**src/sv/boc_pkg.sv**
```systemverilog
package boc_pkg;

	// Register indexes on the configuration port.
	typedef enum logic [2:0] {
		REG_CARVE_MODE    = 3'd0,
		REG_OPENING_LO_U  = 3'd1,
		REG_OPENING_HI_U  = 3'd2,
		REG_OPENING_LO_Y  = 3'd3,
		REG_OPENING_HI_Y  = 3'd4,
		REG_MIN_THICKNESS = 3'd5
	} reg_index_t;

	localparam logic [1:0] MODE_ALONG_X = 2'd0;
	localparam logic [1:0] MODE_ALONG_Z = 2'd1;
	localparam logic [1:0] MODE_PASS    = 2'd2;

	localparam logic [15:0] MIN_THICKNESS_RESET = 16'd66;

	typedef struct packed {
		logic [1:0]  carve_mode;
		logic [31:0] opening_lo_u;
		logic [31:0] opening_hi_u;
		logic [31:0] opening_lo_y;
		logic [31:0] opening_hi_y;
		logic [15:0] min_thickness;
	} cfg_t;

	// Axis order inside the corner arrays is x, y, z.
	typedef struct packed {
		logic [2:0][31:0] lo;
		logic [2:0][31:0] hi;
	} box_t;

	typedef struct packed {
		box_t        box;
		logic [31:0] ov_lu;
		logic [31:0] ov_hu;
		logic [31:0] ov_ly;
		logic [31:0] ov_hy;
		logic        axis_z;
		logic        pass;
		logic [3:0]  keep;
	} entry_t;

	// Builds strip idx (left, right, below, above) of a carved box.
	function automatic box_t strip_box(entry_t e, logic [1:0] idx);
		box_t       s;
		logic [1:0] u;
		s = e.box;
		u = e.axis_z ? 2'd2 : 2'd0;
		unique case (idx)
			2'd0: begin
				s.hi[u] = e.ov_lu;
			end
			2'd1: begin
				s.lo[u] = e.ov_hu;
			end
			2'd2: begin
				s.lo[u] = e.ov_lu;
				s.hi[u] = e.ov_hu;
				s.hi[1] = e.ov_ly;
			end
			default: begin
				s.lo[u] = e.ov_lu;
				s.hi[u] = e.ov_hu;
				s.lo[1] = e.ov_hy;
			end
		endcase
		return s;
	endfunction

	// True when every extent is strictly above the minimum thickness.
	function automatic logic thick_enough(box_t b, logic [15:0] mt);
		logic signed [32:0] ext;
		logic               ok;
		ok = 1'b1;
		for (int a = 0; a < 3; a++) begin
			ext = $signed({b.hi[a][31], b.hi[a]}) - $signed({b.lo[a][31], b.lo[a]});
			if (!(ext > $signed({17'd0, mt}))) begin
				ok = 1'b0;
			end
		end
		return ok;
	endfunction

endpackage

```
**src/sv/boc_front.sv**
```systemverilog
module boc_front (
	input  logic              clk,
	input  logic              arst_n,
	input  boc_pkg::cfg_t     cfg,
	input  logic              push,
	output logic              full,
	input  boc_pkg::box_t     box,
	output logic              q_push,
	output boc_pkg::entry_t   q_entry,
	input  logic              q_ready
);

	logic            s1_valid_q;
	boc_pkg::box_t   box_s1;
	logic            s2_valid_q;
	boc_pkg::entry_t entry_s2;

	logic            s1_free;
	logic            s2_free;
	logic            s1_adv;
	logic [1:0]      u;
	logic [31:0]     box_lo_u;
	logic [31:0]     box_hi_u;
	boc_pkg::entry_t entry_c;

	assign s2_free = !s2_valid_q || q_ready;
	assign s1_adv  = s1_valid_q && s2_free;
	assign s1_free = !s1_valid_q || s2_free;
	assign full    = !s1_free;

	// Stage one: overlap of the box with the opening.
	always_comb begin
		u        = (cfg.carve_mode == boc_pkg::MODE_ALONG_Z) ? 2'd2 : 2'd0;
		box_lo_u = box_s1.lo[u];
		box_hi_u = box_s1.hi[u];
		entry_c        = '0;
		entry_c.box    = box_s1;
		entry_c.axis_z = (cfg.carve_mode == boc_pkg::MODE_ALONG_Z);
		entry_c.ov_lu  = ($signed(box_lo_u) > $signed(cfg.opening_lo_u)) ?
			box_lo_u : cfg.opening_lo_u;
		entry_c.ov_hu  = ($signed(box_hi_u) < $signed(cfg.opening_hi_u)) ?
			box_hi_u : cfg.opening_hi_u;
		entry_c.ov_ly  = ($signed(box_s1.lo[1]) > $signed(cfg.opening_lo_y)) ?
			box_s1.lo[1] : cfg.opening_lo_y;
		entry_c.ov_hy  = ($signed(box_s1.hi[1]) < $signed(cfg.opening_hi_y)) ?
			box_s1.hi[1] : cfg.opening_hi_y;
		// Modes two and three never carve.
		entry_c.pass   = cfg.carve_mode[1] ||
			!($signed(entry_c.ov_lu) < $signed(entry_c.ov_hu)) ||
			!($signed(entry_c.ov_ly) < $signed(entry_c.ov_hy));
	end

	// Stage two: thickness test of the four strips; a pass entry keeps only the whole box.
	always_comb begin
		q_entry = entry_s2;
		if (entry_s2.pass) begin
			q_entry.keep = 4'b0001;
		end else begin
			for (int s = 0; s < 4; s++) begin
				q_entry.keep[s] = boc_pkg::thick_enough(
					boc_pkg::strip_box(entry_s2, 2'(s)), cfg.min_thickness);
			end
		end
	end

	assign q_push = s2_valid_q && q_ready;

	always_ff @(posedge clk or negedge arst_n) begin
		if (!arst_n) begin
			s1_valid_q <= 1'b0;
			s2_valid_q <= 1'b0;
		end else begin
			if (s1_free) begin
				s1_valid_q <= push;
			end
			if (s2_free) begin
				s2_valid_q <= s1_adv;
			end
		end
	end

	always_ff @(posedge clk) begin
		if (push && s1_free) begin
			box_s1 <= box;
		end
		if (s1_adv) begin
			entry_s2 <= entry_c;
		end
	end

endmodule

```
**src/sv/boc_queue.sv**
```systemverilog
module boc_queue #(
	parameter int DEPTH = 4
) (
	input  logic              clk,
	input  logic              arst_n,
	input  logic              push,
	input  boc_pkg::entry_t   wr_entry,
	output logic              ready,
	output logic              head_valid,
	output boc_pkg::entry_t   head,
	input  logic              pop
);

	localparam int PW = (DEPTH > 1) ? $clog2(DEPTH) : 1;
	localparam int CW = $clog2(DEPTH + 1);
	localparam logic [PW-1:0] LAST = PW'(DEPTH - 1);

	boc_pkg::entry_t mem_q [DEPTH];
	logic [PW-1:0]   wr_ptr_q;
	logic [PW-1:0]   rd_ptr_q;
	logic [CW-1:0]   count_q;
	logic            do_push;
	logic            do_pop;

	assign ready      = (count_q != CW'(DEPTH));
	assign head_valid = (count_q != '0);
	assign head       = mem_q[rd_ptr_q];
	assign do_push    = push && ready;
	assign do_pop     = pop && head_valid;

	always_ff @(posedge clk or negedge arst_n) begin
		if (!arst_n) begin
			wr_ptr_q <= '0;
			rd_ptr_q <= '0;
			count_q  <= '0;
		end else begin
			if (do_push) begin
				wr_ptr_q <= (wr_ptr_q == LAST) ? '0 : wr_ptr_q + 1'b1;
			end
			if (do_pop) begin
				rd_ptr_q <= (rd_ptr_q == LAST) ? '0 : rd_ptr_q + 1'b1;
			end
			if (do_push && !do_pop) begin
				count_q <= count_q + 1'b1;
			end else if (do_pop && !do_push) begin
				count_q <= count_q - 1'b1;
			end
		end
	end

	always_ff @(posedge clk) begin
		if (do_push) begin
			mem_q[wr_ptr_q] <= wr_entry;
		end
	end

endmodule

```
**src/sv/boc_back.sv**
```systemverilog
module boc_back (
	input  logic              clk,
	input  logic              arst_n,
	input  logic              head_valid,
	input  boc_pkg::entry_t   head,
	output logic              head_pop,
	output logic              empty,
	input  logic              pop,
	output boc_pkg::box_t     out_box,
	output logic              final_piece
);

	logic [3:0]    done_q;
	logic          out_valid_q;
	boc_pkg::box_t out_box_q;
	logic          final_q;

	logic [3:0]    rem;
	logic [3:0]    pick;
	logic [3:0]    rest;
	logic [1:0]    idx;
	logic          out_free;
	logic          emit;
	logic          drop;

	always_comb begin
		rem  = head.keep & ~done_q;
		pick = rem & (~rem + 4'd1);
		rest = rem & ~pick;
		if (rem[0]) begin
			idx = 2'd0;
		end else if (rem[1]) begin
			idx = 2'd1;
		end else if (rem[2]) begin
			idx = 2'd2;
		end else begin
			idx = 2'd3;
		end
	end

	assign out_free = !out_valid_q || pop;
	assign emit     = head_valid && (rem != 4'd0) && out_free;
	// An item whose strips are all too thin leaves the queue with no result.
	assign drop     = head_valid && (rem == 4'd0);
	assign head_pop = drop || (emit && (rest == 4'd0));

	always_ff @(posedge clk or negedge arst_n) begin
		if (!arst_n) begin
			done_q      <= '0;
			out_valid_q <= 1'b0;
		end else begin
			if (head_pop) begin
				done_q <= '0;
			end else if (emit) begin
				done_q <= done_q | pick;
			end
			if (emit) begin
				out_valid_q <= 1'b1;
			end else if (pop) begin
				out_valid_q <= 1'b0;
			end
		end
	end

	always_ff @(posedge clk) begin
		if (emit) begin
			out_box_q <= head.pass ? head.box : boc_pkg::strip_box(head, idx);
			final_q   <= (rest == 4'd0);
		end
	end

	assign empty       = !out_valid_q;
	assign out_box     = out_box_q;
	assign final_piece = final_q;

endmodule

```
**src/sv/box_opening_carver_unit.sv**
```systemverilog
// An accepted box passes stage one, stage two and the queue before the output register holds a result.
// Throughput: the front takes one box per cycle while full is low; the result side gives one box per
// cycle while pop frees the output, so an item holds the back end until all its strips are given.
// A queue of QUEUE_DEPTH classified boxes sits between the front pipeline and the strip emitter.
// Reset (arst_n low, asynchronous) empties all stages and the queue and sets carve_mode to 2,
// the opening edges to 0 and min_thickness to 66.
module box_opening_carver_unit #(
	parameter int QUEUE_DEPTH = 4
) (
	input  logic        clk,
	input  logic        arst_n,
	input  logic        cfg_we,
	input  logic [2:0]  cfg_index,
	input  logic [31:0] cfg_wdata,
	input  logic        push,
	output logic        full,
	input  logic [31:0] in_min_x,
	input  logic [31:0] in_min_y,
	input  logic [31:0] in_min_z,
	input  logic [31:0] in_max_x,
	input  logic [31:0] in_max_y,
	input  logic [31:0] in_max_z,
	output logic        empty,
	input  logic        pop,
	output logic [31:0] out_min_x,
	output logic [31:0] out_min_y,
	output logic [31:0] out_min_z,
	output logic [31:0] out_max_x,
	output logic [31:0] out_max_y,
	output logic [31:0] out_max_z,
	output logic        final_piece
);

	boc_pkg::cfg_t   cfg_q;
	boc_pkg::box_t   in_box;
	boc_pkg::box_t   out_box;
	boc_pkg::entry_t q_wr_entry;
	boc_pkg::entry_t q_head;
	logic            q_push;
	logic            q_ready;
	logic            q_head_valid;
	logic            q_pop;

	always_ff @(posedge clk or negedge arst_n) begin
		if (!arst_n) begin
			cfg_q.carve_mode    <= boc_pkg::MODE_PASS;
			cfg_q.opening_lo_u  <= '0;
			cfg_q.opening_hi_u  <= '0;
			cfg_q.opening_lo_y  <= '0;
			cfg_q.opening_hi_y  <= '0;
			cfg_q.min_thickness <= boc_pkg::MIN_THICKNESS_RESET;
		end else if (cfg_we) begin
			unique case (cfg_index)
				boc_pkg::REG_CARVE_MODE:    cfg_q.carve_mode    <= cfg_wdata[1:0];
				boc_pkg::REG_OPENING_LO_U:  cfg_q.opening_lo_u  <= cfg_wdata;
				boc_pkg::REG_OPENING_HI_U:  cfg_q.opening_hi_u  <= cfg_wdata;
				boc_pkg::REG_OPENING_LO_Y:  cfg_q.opening_lo_y  <= cfg_wdata;
				boc_pkg::REG_OPENING_HI_Y:  cfg_q.opening_hi_y  <= cfg_wdata;
				boc_pkg::REG_MIN_THICKNESS: cfg_q.min_thickness <= cfg_wdata[15:0];
				default: begin
				end
			endcase
		end
	end

	always_comb begin
		in_box.lo[0] = in_min_x;
		in_box.lo[1] = in_min_y;
		in_box.lo[2] = in_min_z;
		in_box.hi[0] = in_max_x;
		in_box.hi[1] = in_max_y;
		in_box.hi[2] = in_max_z;
	end

	boc_front u_front (
		.clk     (clk),
		.arst_n  (arst_n),
		.cfg     (cfg_q),
		.push    (push),
		.full    (full),
		.box     (in_box),
		.q_push  (q_push),
		.q_entry (q_wr_entry),
		.q_ready (q_ready)
	);

	boc_queue #(
		.DEPTH (QUEUE_DEPTH)
	) u_queue (
		.clk        (clk),
		.arst_n     (arst_n),
		.push       (q_push),
		.wr_entry   (q_wr_entry),
		.ready      (q_ready),
		.head_valid (q_head_valid),
		.head       (q_head),
		.pop        (q_pop)
	);

	boc_back u_back (
		.clk         (clk),
		.arst_n      (arst_n),
		.head_valid  (q_head_valid),
		.head        (q_head),
		.head_pop    (q_pop),
		.empty       (empty),
		.pop         (pop),
		.out_box     (out_box),
		.final_piece (final_piece)
	);

	assign out_min_x = out_box.lo[0];
	assign out_min_y = out_box.lo[1];
	assign out_min_z = out_box.lo[2];
	assign out_max_x = out_box.hi[0];
	assign out_max_y = out_box.hi[1];
	assign out_max_z = out_box.hi[2];

endmodule
```
**config.mk**
```make
export PLATFORM = sky130hd
export DESIGN_NAME = box_opening_carver_unit
export DESIGN_NICKNAME = d
export VERILOG_FILES = /design/src/sv/boc_pkg.sv /design/src/sv/boc_front.sv /design/src/sv/boc_queue.sv /design/src/sv/boc_back.sv /design/src/sv/box_opening_carver_unit.sv
export SDC_FILE = /design/constraint.sdc
export NUM_CORES = 2
export LEC_CHECK = 0
export ABC_AREA = 0
export BUFFER_PORTS_ARGS = -buffer_cell sky130_fd_sc_hd__buf_2
export CELL_PAD_IN_SITES_DETAIL_PLACEMENT = 1
export CELL_PAD_IN_SITES_GLOBAL_PLACEMENT = 2
export CORE_MARGIN = 10
export CORE_UTILIZATION = 30
export DETAILED_ROUTE_END_ITERATION = 8
export PLACE_DENSITY = 0.7
export SYNTH_ARGS = -nofsm -noshare
export SYNTH_HDL_FRONTEND = slang
export SYNTH_SLANG_ARGS = --single-unit
```
**constraint.sdc**
```tcl
create_clock -name clk -period 19.6 [get_ports clk]
set_input_delay 0.98 -clock clk [delete_from_list [all_inputs] [get_ports clk]]
set_output_delay 0.98 -clock clk [all_outputs]
set_load 0.03 [all_outputs]
```
Word-level counts from Yosys, hierarchy flattened
Memories as Yosys holds them, arrays and structs flattened.
Index checks and enable logic that the tools add are counted.
{ "totals": {"mem_bits_rw": 1304, "memories": 1, "out_inout_bits": 195, "romBits": 0, "inputBits": 232, "register_bits": 867, "latchBits": 0} }
{ "op_classes": {"mul": 0, "reduce_logical": 42, "mux": 58, "n_shift": 0, "magnitude_cmp": 23, "eq_ne": 11, "bitwise_logic": 7, "n_addsub": 17, "div_mod_pow": 0} }
{ "mem_list": {"columns": ["memory", "depth", "width", "rd", "rd_clocked_by_memory_dff", "wr", "line", "source"], "rows": [
  ["u_queue.mem_q", 4, 326, 1, 0, 1, "boc_queue.sv:18", "boc_pkg::entry_t mem_q [DEPTH];"]
]} }
{ "op_table": {"columns": ["cell", "count"], "rows": [
  ["bitwise mux 96 bit", 8],
  ["two-way mux 192 bit", 3],
  ["case mux 96 bit (3 select lines)", 2],
  ["greater-than comparator 33 x 17 -> 1 bit", 12],
  ["subtractor 32 x 32 -> 33 bit", 12],
  ["two-way mux 96 bit", 4],
  ["two-way mux 32 bit", 8],
  ["binary-select mux 32 bit (select 2 bit)", 2],
  ["demux 32 bit (select 2 bit)", 2],
  ["< comparator 32 bit", 4],
  ["greater-than comparator 32 bit", 2],
  ["two-way mux 1 bit", 17],
  ["two-way mux 2 bit", 7],
  ["logical AND 1 bit", 13],
  ["AND 4 bit", 3],
  ["two-way mux 4 bit", 3],
  ["inverter 4 bit", 3],
  ["AND reduction 2 bit", 6],
  ["< comparator 2 x 3 -> 1 bit (second input constant)", 3],
  ["zero test 1 bit", 8],
  ["zero test 4 bit", 2],
  ["equality test 2 bit (second input constant)", 3],
  ["equality test 3 x 2 -> 1 bit (second input constant)", 2],
  ["equality test 3 bit (second input constant)", 2],
  ["16 further kinds", 27]
]} }

Logic depth before layout (Yosys ltp)
{ "logic_depth": {"word_depth": 14, "ltp_mapped": 32, "depth_no_buf": 28} }

Cells and area by module
From an unflattened synthesis, not the netlist that was laid out.
{ "hier_totals": {"cells_unflattened": 7675, "area_unflattened_um2": 106514.7} }
{ "by_module_without_submodules": {"columns": ["module", "instances", "area_per_inst_um2", "cells_each"], "rows": [
  ["boc_queue", 1, 47528.1, 1739],
  ["boc_front", 1, 44276.2, 4916],
  ["boc_back", 1, 9191.3, 706],
  ["box_opening_carver_unit", 1, 5519.0, 314]
]} }

Worst setup path after synthesis
No wires, ideal clock.
{ "synth_timing": {"path_type": "register to register", "startpoint": "register u_queue.count_q[0]", "endpoint": "register u_front.entry_s2, in the netlist u_front.q_entry[100] (enable)", "setup_slack_ns": 3.672, "t_required_ns": 18.549, "arrival_time_ns": 14.876, "stages_incl_launch_ff": 4, "path_buffers": 0, "cell_sequence": "dfrtp_1 > nor2_1 > and3_1 > nor2b_1"} }
{ "synth_between": {"elab_chain_cells": 3} }
{ "synth_lines": {"columns": ["item", "line", "source"], "rows": [
  ["start: declaration", "boc_queue.sv:21", "logic [CW-1:0] count_q;"],
  ["start signal: assignment", "boc_queue.sv:44", "count_q <= count_q + 1'b1;"],
  ["start signal: assignment", "boc_queue.sv:46", "count_q <= count_q - 1'b1;"],
  ["inequality test 3 bit", "boc_queue.sv:25", "assign ready = (count_q != CW'(DEPTH));"],
  ["logical OR 1 bit", "boc_front.sv:26", "assign s2_free = !s2_valid_q || q_ready;"],
  ["logical AND 1 bit", "boc_front.sv:27", "assign s1_adv = s1_valid_q && s2_free;"],
  ["via u_front.s1_adv", "boc_front.sv:20", "logic s1_adv;"],
  ["end signal: assignment", "boc_front.sv:87", "entry_s2 <= entry_c;"],
  ["end: declaration", "boc_front.sv:16", "boc_pkg::entry_t entry_s2;"]
]} }
The timed path passes the listed nets, and every way through them passes these cells.
A chain may end at the register's enable or synchronous reset.

==> results.json <==
{
  "outcome": "completed",
  "synth_edf_count": 2011,
  "critPathKind": "flip-flop to flip-flop",
  "post_cts_buffers": 0,
  "grt_pass1_vias": 75300,
  "nets": 9393,
  "drt_first_pass_iters": 5,
  "worstPathArrival_ps": 8440,
  "clk_latency_ps": 940,
  "dpl-instance-area_mm2": 0.115,
  "clk_pin_slew_worst_paths_ps": 70,
  "drt_iter0_drc": 6833,
  "io_pins": 427,
  "power.leakage_nw": 45.8,
  "clock_sinks": 2171,
  "syn_area_per_cell_um2": 13.3,
  "maxCapViolations": 0,
  "crit_family": "compound AO/OA/AOI/OAI gates",
  "multi_input_area_mm2": 0.0397,
  "finalCritPeriodShare": 0.399,
  "syn_area_mm2": 0.107,
  "regArea_mm2": 0.0644,
  "crit_buf_inv": 3,
  "final_util": 0.346,
  "yosysUniqueCellTypes": 97,
  "place.gp.congestion": 0.908,
  "overflow": 0,
  "hold_viol": 0,
  "cts-root-buf": "clkbuf_16",
  "hpwl_um": 303000,
  "critPathSlowestCell": "buf_4",
  "die_h_um": 617,
  "start_kind": "flip-flop",
  "ys.flop_type": "edfxtp_1",
  "drive_gt1_frac": 0.167,
  "yosys_warnings": 0,
  "fin_tns_setup_ps": 0,
  "viasPerCell": 5.37,
  "vias": 72500,
  "track_usage": 0.201,
  "ir_worst_vdd_mv": 0.134,
  "path_max_fanout": 68,
  "rsz0062_at_grt": "false",
  "whs_ps": 215,
  "yosysSeqAreaShare": 0.602,
  "setup_viol": 0,
  "worst_pin_slew_ps": 1260,
  "grt_antenna_before_repair": 72,
  "avgRoutedWirePerCell_um": 29.7,
  "max_freq_ghz": 0.128,
  "crit_path_max_incr_delay_ps": 790,
  "async_flop_share": 0.0737,
  "cp.required_ps": 20220,
  "synth_fp_nets": 8903,
  "cts_buffers": 235,
  "nFillCells": 37800,
  "grt_max_degree": 152,
  "finClkSkew_ps": 78.7,
  "portBuffers": 426,
  "ant_nets": 0,
  "slew_viol_final": 0,
  "cts_buffer_depth": 4,
  "drcViolationCount": 0,
  "design_area_mm2": 0.123,
  "start_util": 0.301,
  "layout_commonest_cell": "edfxtp_1",
  "p_per_area_mw_per_mm2": 184,
  "post-route-min-period_ps": 7820,
  "cpMostUsedCell": "buf_4",
  "crit_chain": "buf_4, buf_4, buf_4, o21ai_0, ha_1, nand4_1, nor2_1, or3b_2, nand2_1, o21a_1, nor2_1, xnor2_1, ha_1, a2111oi_0, o211ai_1, o21a_1, a2111oi_0, o2111ai_1, nor4_1, a211o_1, a21oi_2, o311a_1",
  "tritoncts": "yes",
  "core_mm2": 0.355,
  "relSlewSlack": 0.160,
  "areaGrowthSynthToFinish_pct": 15.0,
  "ys_ff_latch": 2171,
  "cts_htree_levels": 4,
  "die_w_um": 617,
  "drt-total-wl_um": 400000,
  "layout_common_cells": "edfxtp_1 (2011), nand2_1 (858), ha_1 (626), o21ai_0 (539), inv_1 (519)",
  "rows": 219,
  "dieArea_mm2": 0.381,
  "grt_pass1_wl_um": 561000,
  "endpoint_kind": "flip-flop",
  "min_path_type": "primary input to flip-flop",
  "synthCells": 8035
}
==> synth_stat cells, drive strengths merged, types with 17 or more instances <==
master   instances  area share
o221ai          28      0.0023
o21ai          547       0.026
mux2           144       0.015
o21bai          32      0.0022
dfrtp          157       0.037
xor2            51      0.0042
o31ai           17      0.0012
nand4           76      0.0044
and2            39      0.0023
nor4            29      0.0019
nor2           355       0.013
a21oi          494       0.023
edfxtp        2011        0.56
nand3           86      0.0040
o21a           105      0.0074
o22ai           25      0.0015
buf             78      0.0032
nor2b           65      0.0038
a21o           141      0.0099
a22oi           91      0.0064
mux2i          114       0.011
nand2          861       0.030
and4            18      0.0015
ha             626       0.073
xnor2           97      0.0079
mux4           323       0.068
and3            31      0.0018
a2111oi         17      0.0015
a221o           34      0.0032
a31oi           49      0.0029
inv            520       0.018
a211oi          66      0.0046
clkbuf         208      0.0073
nand2b          98      0.0057
nor3            73      0.0034
o211ai          48      0.0034
a21boi          18      0.0013
o2111ai         23      0.0019
==> what timing repair did <==
action,CTS,global route
gates resized for setup,0,0
setup endpoints to repair,0,0
hold buffers,1,0
hold endpoints to repair,24,0
==> sequential cells by signal, indices dropped and copies added (netlist names) <==
| name | flops |
|---|---|
| u_back.done_q | 4 |
| u_front.q_entry | 322 |
| u_front.box_s1 | 192 |
| u_queue.rd_ptr_q | 2 |
| u_front.s1_valid_q | 1 |
| u_back.out_box | 192 |
| u_front.s2_valid_q | 1 |
| cfg_q | 146 |
| u_queue.mem_q | 1304 |
| u_queue.count_q | 3 |
| u_back.out_valid_q | 1 |
| u_queue.wr_ptr_q | 2 |
| u_back.final_piece | 1 |
==> worst paths after layout <==
kind	start	end	slack, ps	cells after the start
setup / recovery	u_front.q_entry[5]	u_queue.mem_q[2][2]	11780	22
hold / removal	in_min_y[15]	u_front.box_s1[143]	210	1
setup reg to reg	u_front.q_entry[5]	u_queue.mem_q[2][2]	11780	22
hold reg to reg	u_front.box_s1[17]	u_front.q_entry[151]	430	0
max in group asynchronous	arst_n	cfg_q[87]	17170	4
min in group asynchronous	arst_n	u_back.out_valid_q	540	2
==> layer usage <==
layer | vias to the layer above | track usage | wire [um]
li1 | 31800 | - | -
met1 | 37700 | 0.266 | 170000
met2 | 2491 | 0.342 | 193000
met3 | 561 | 0.0267 | 22700
met4 | 8 | 0.0645 | 14300
met5 | - | 0 | 50
==> stage by stage <==
step	total power, mW	worst slack [ps]	instances
global route	23.9	11160	13500
CTS	22.8	11860	13500
finish	22.7	11780	13500
floorplan	14.3	3670	8035
global placement	17.8	12050	13000
detailed placement	18.1	11840	13000
==> kinds of logic after synthesis <==
kind of cell | Yosys count | share of synthesized area
AOI/OAI and AO/OA | 1872 | 0.110
xor gates and xnor gates | 148 | 0.0121
adders and majority gates | 637 | 0.0752
buffers and inverters | 806 | 0.0288
DFF | 2171 | 0.602
muxes | 581 | 0.0938
and+or+nand+nor | 1820 | 0.0780
==> layout make-up <==
| class | instances | share of cell area |
|---|---|---|
| timing repair buffer | 539 | 0.0246 |
| sequential | 2171 | 0.523 |
| tap | 4751 | 0.0483 |
| inverter | 520 | 0.0159 |
| antenna | 19 | 0.000386 |
| clock inverter | 157 | 0.0151 |
| clock buffer | 272 | 0.0497 |
| multi-input combinational | 5058 | 0.323 |
==> power by group <==
group,switching [mW],total [mW],internal [mW]
Combinational,6.76,10.3,3.55
Clock,1.96,4.64,2.68
Sequential,0.900,7.73,6.83
(Power assumes the default switching activity.)
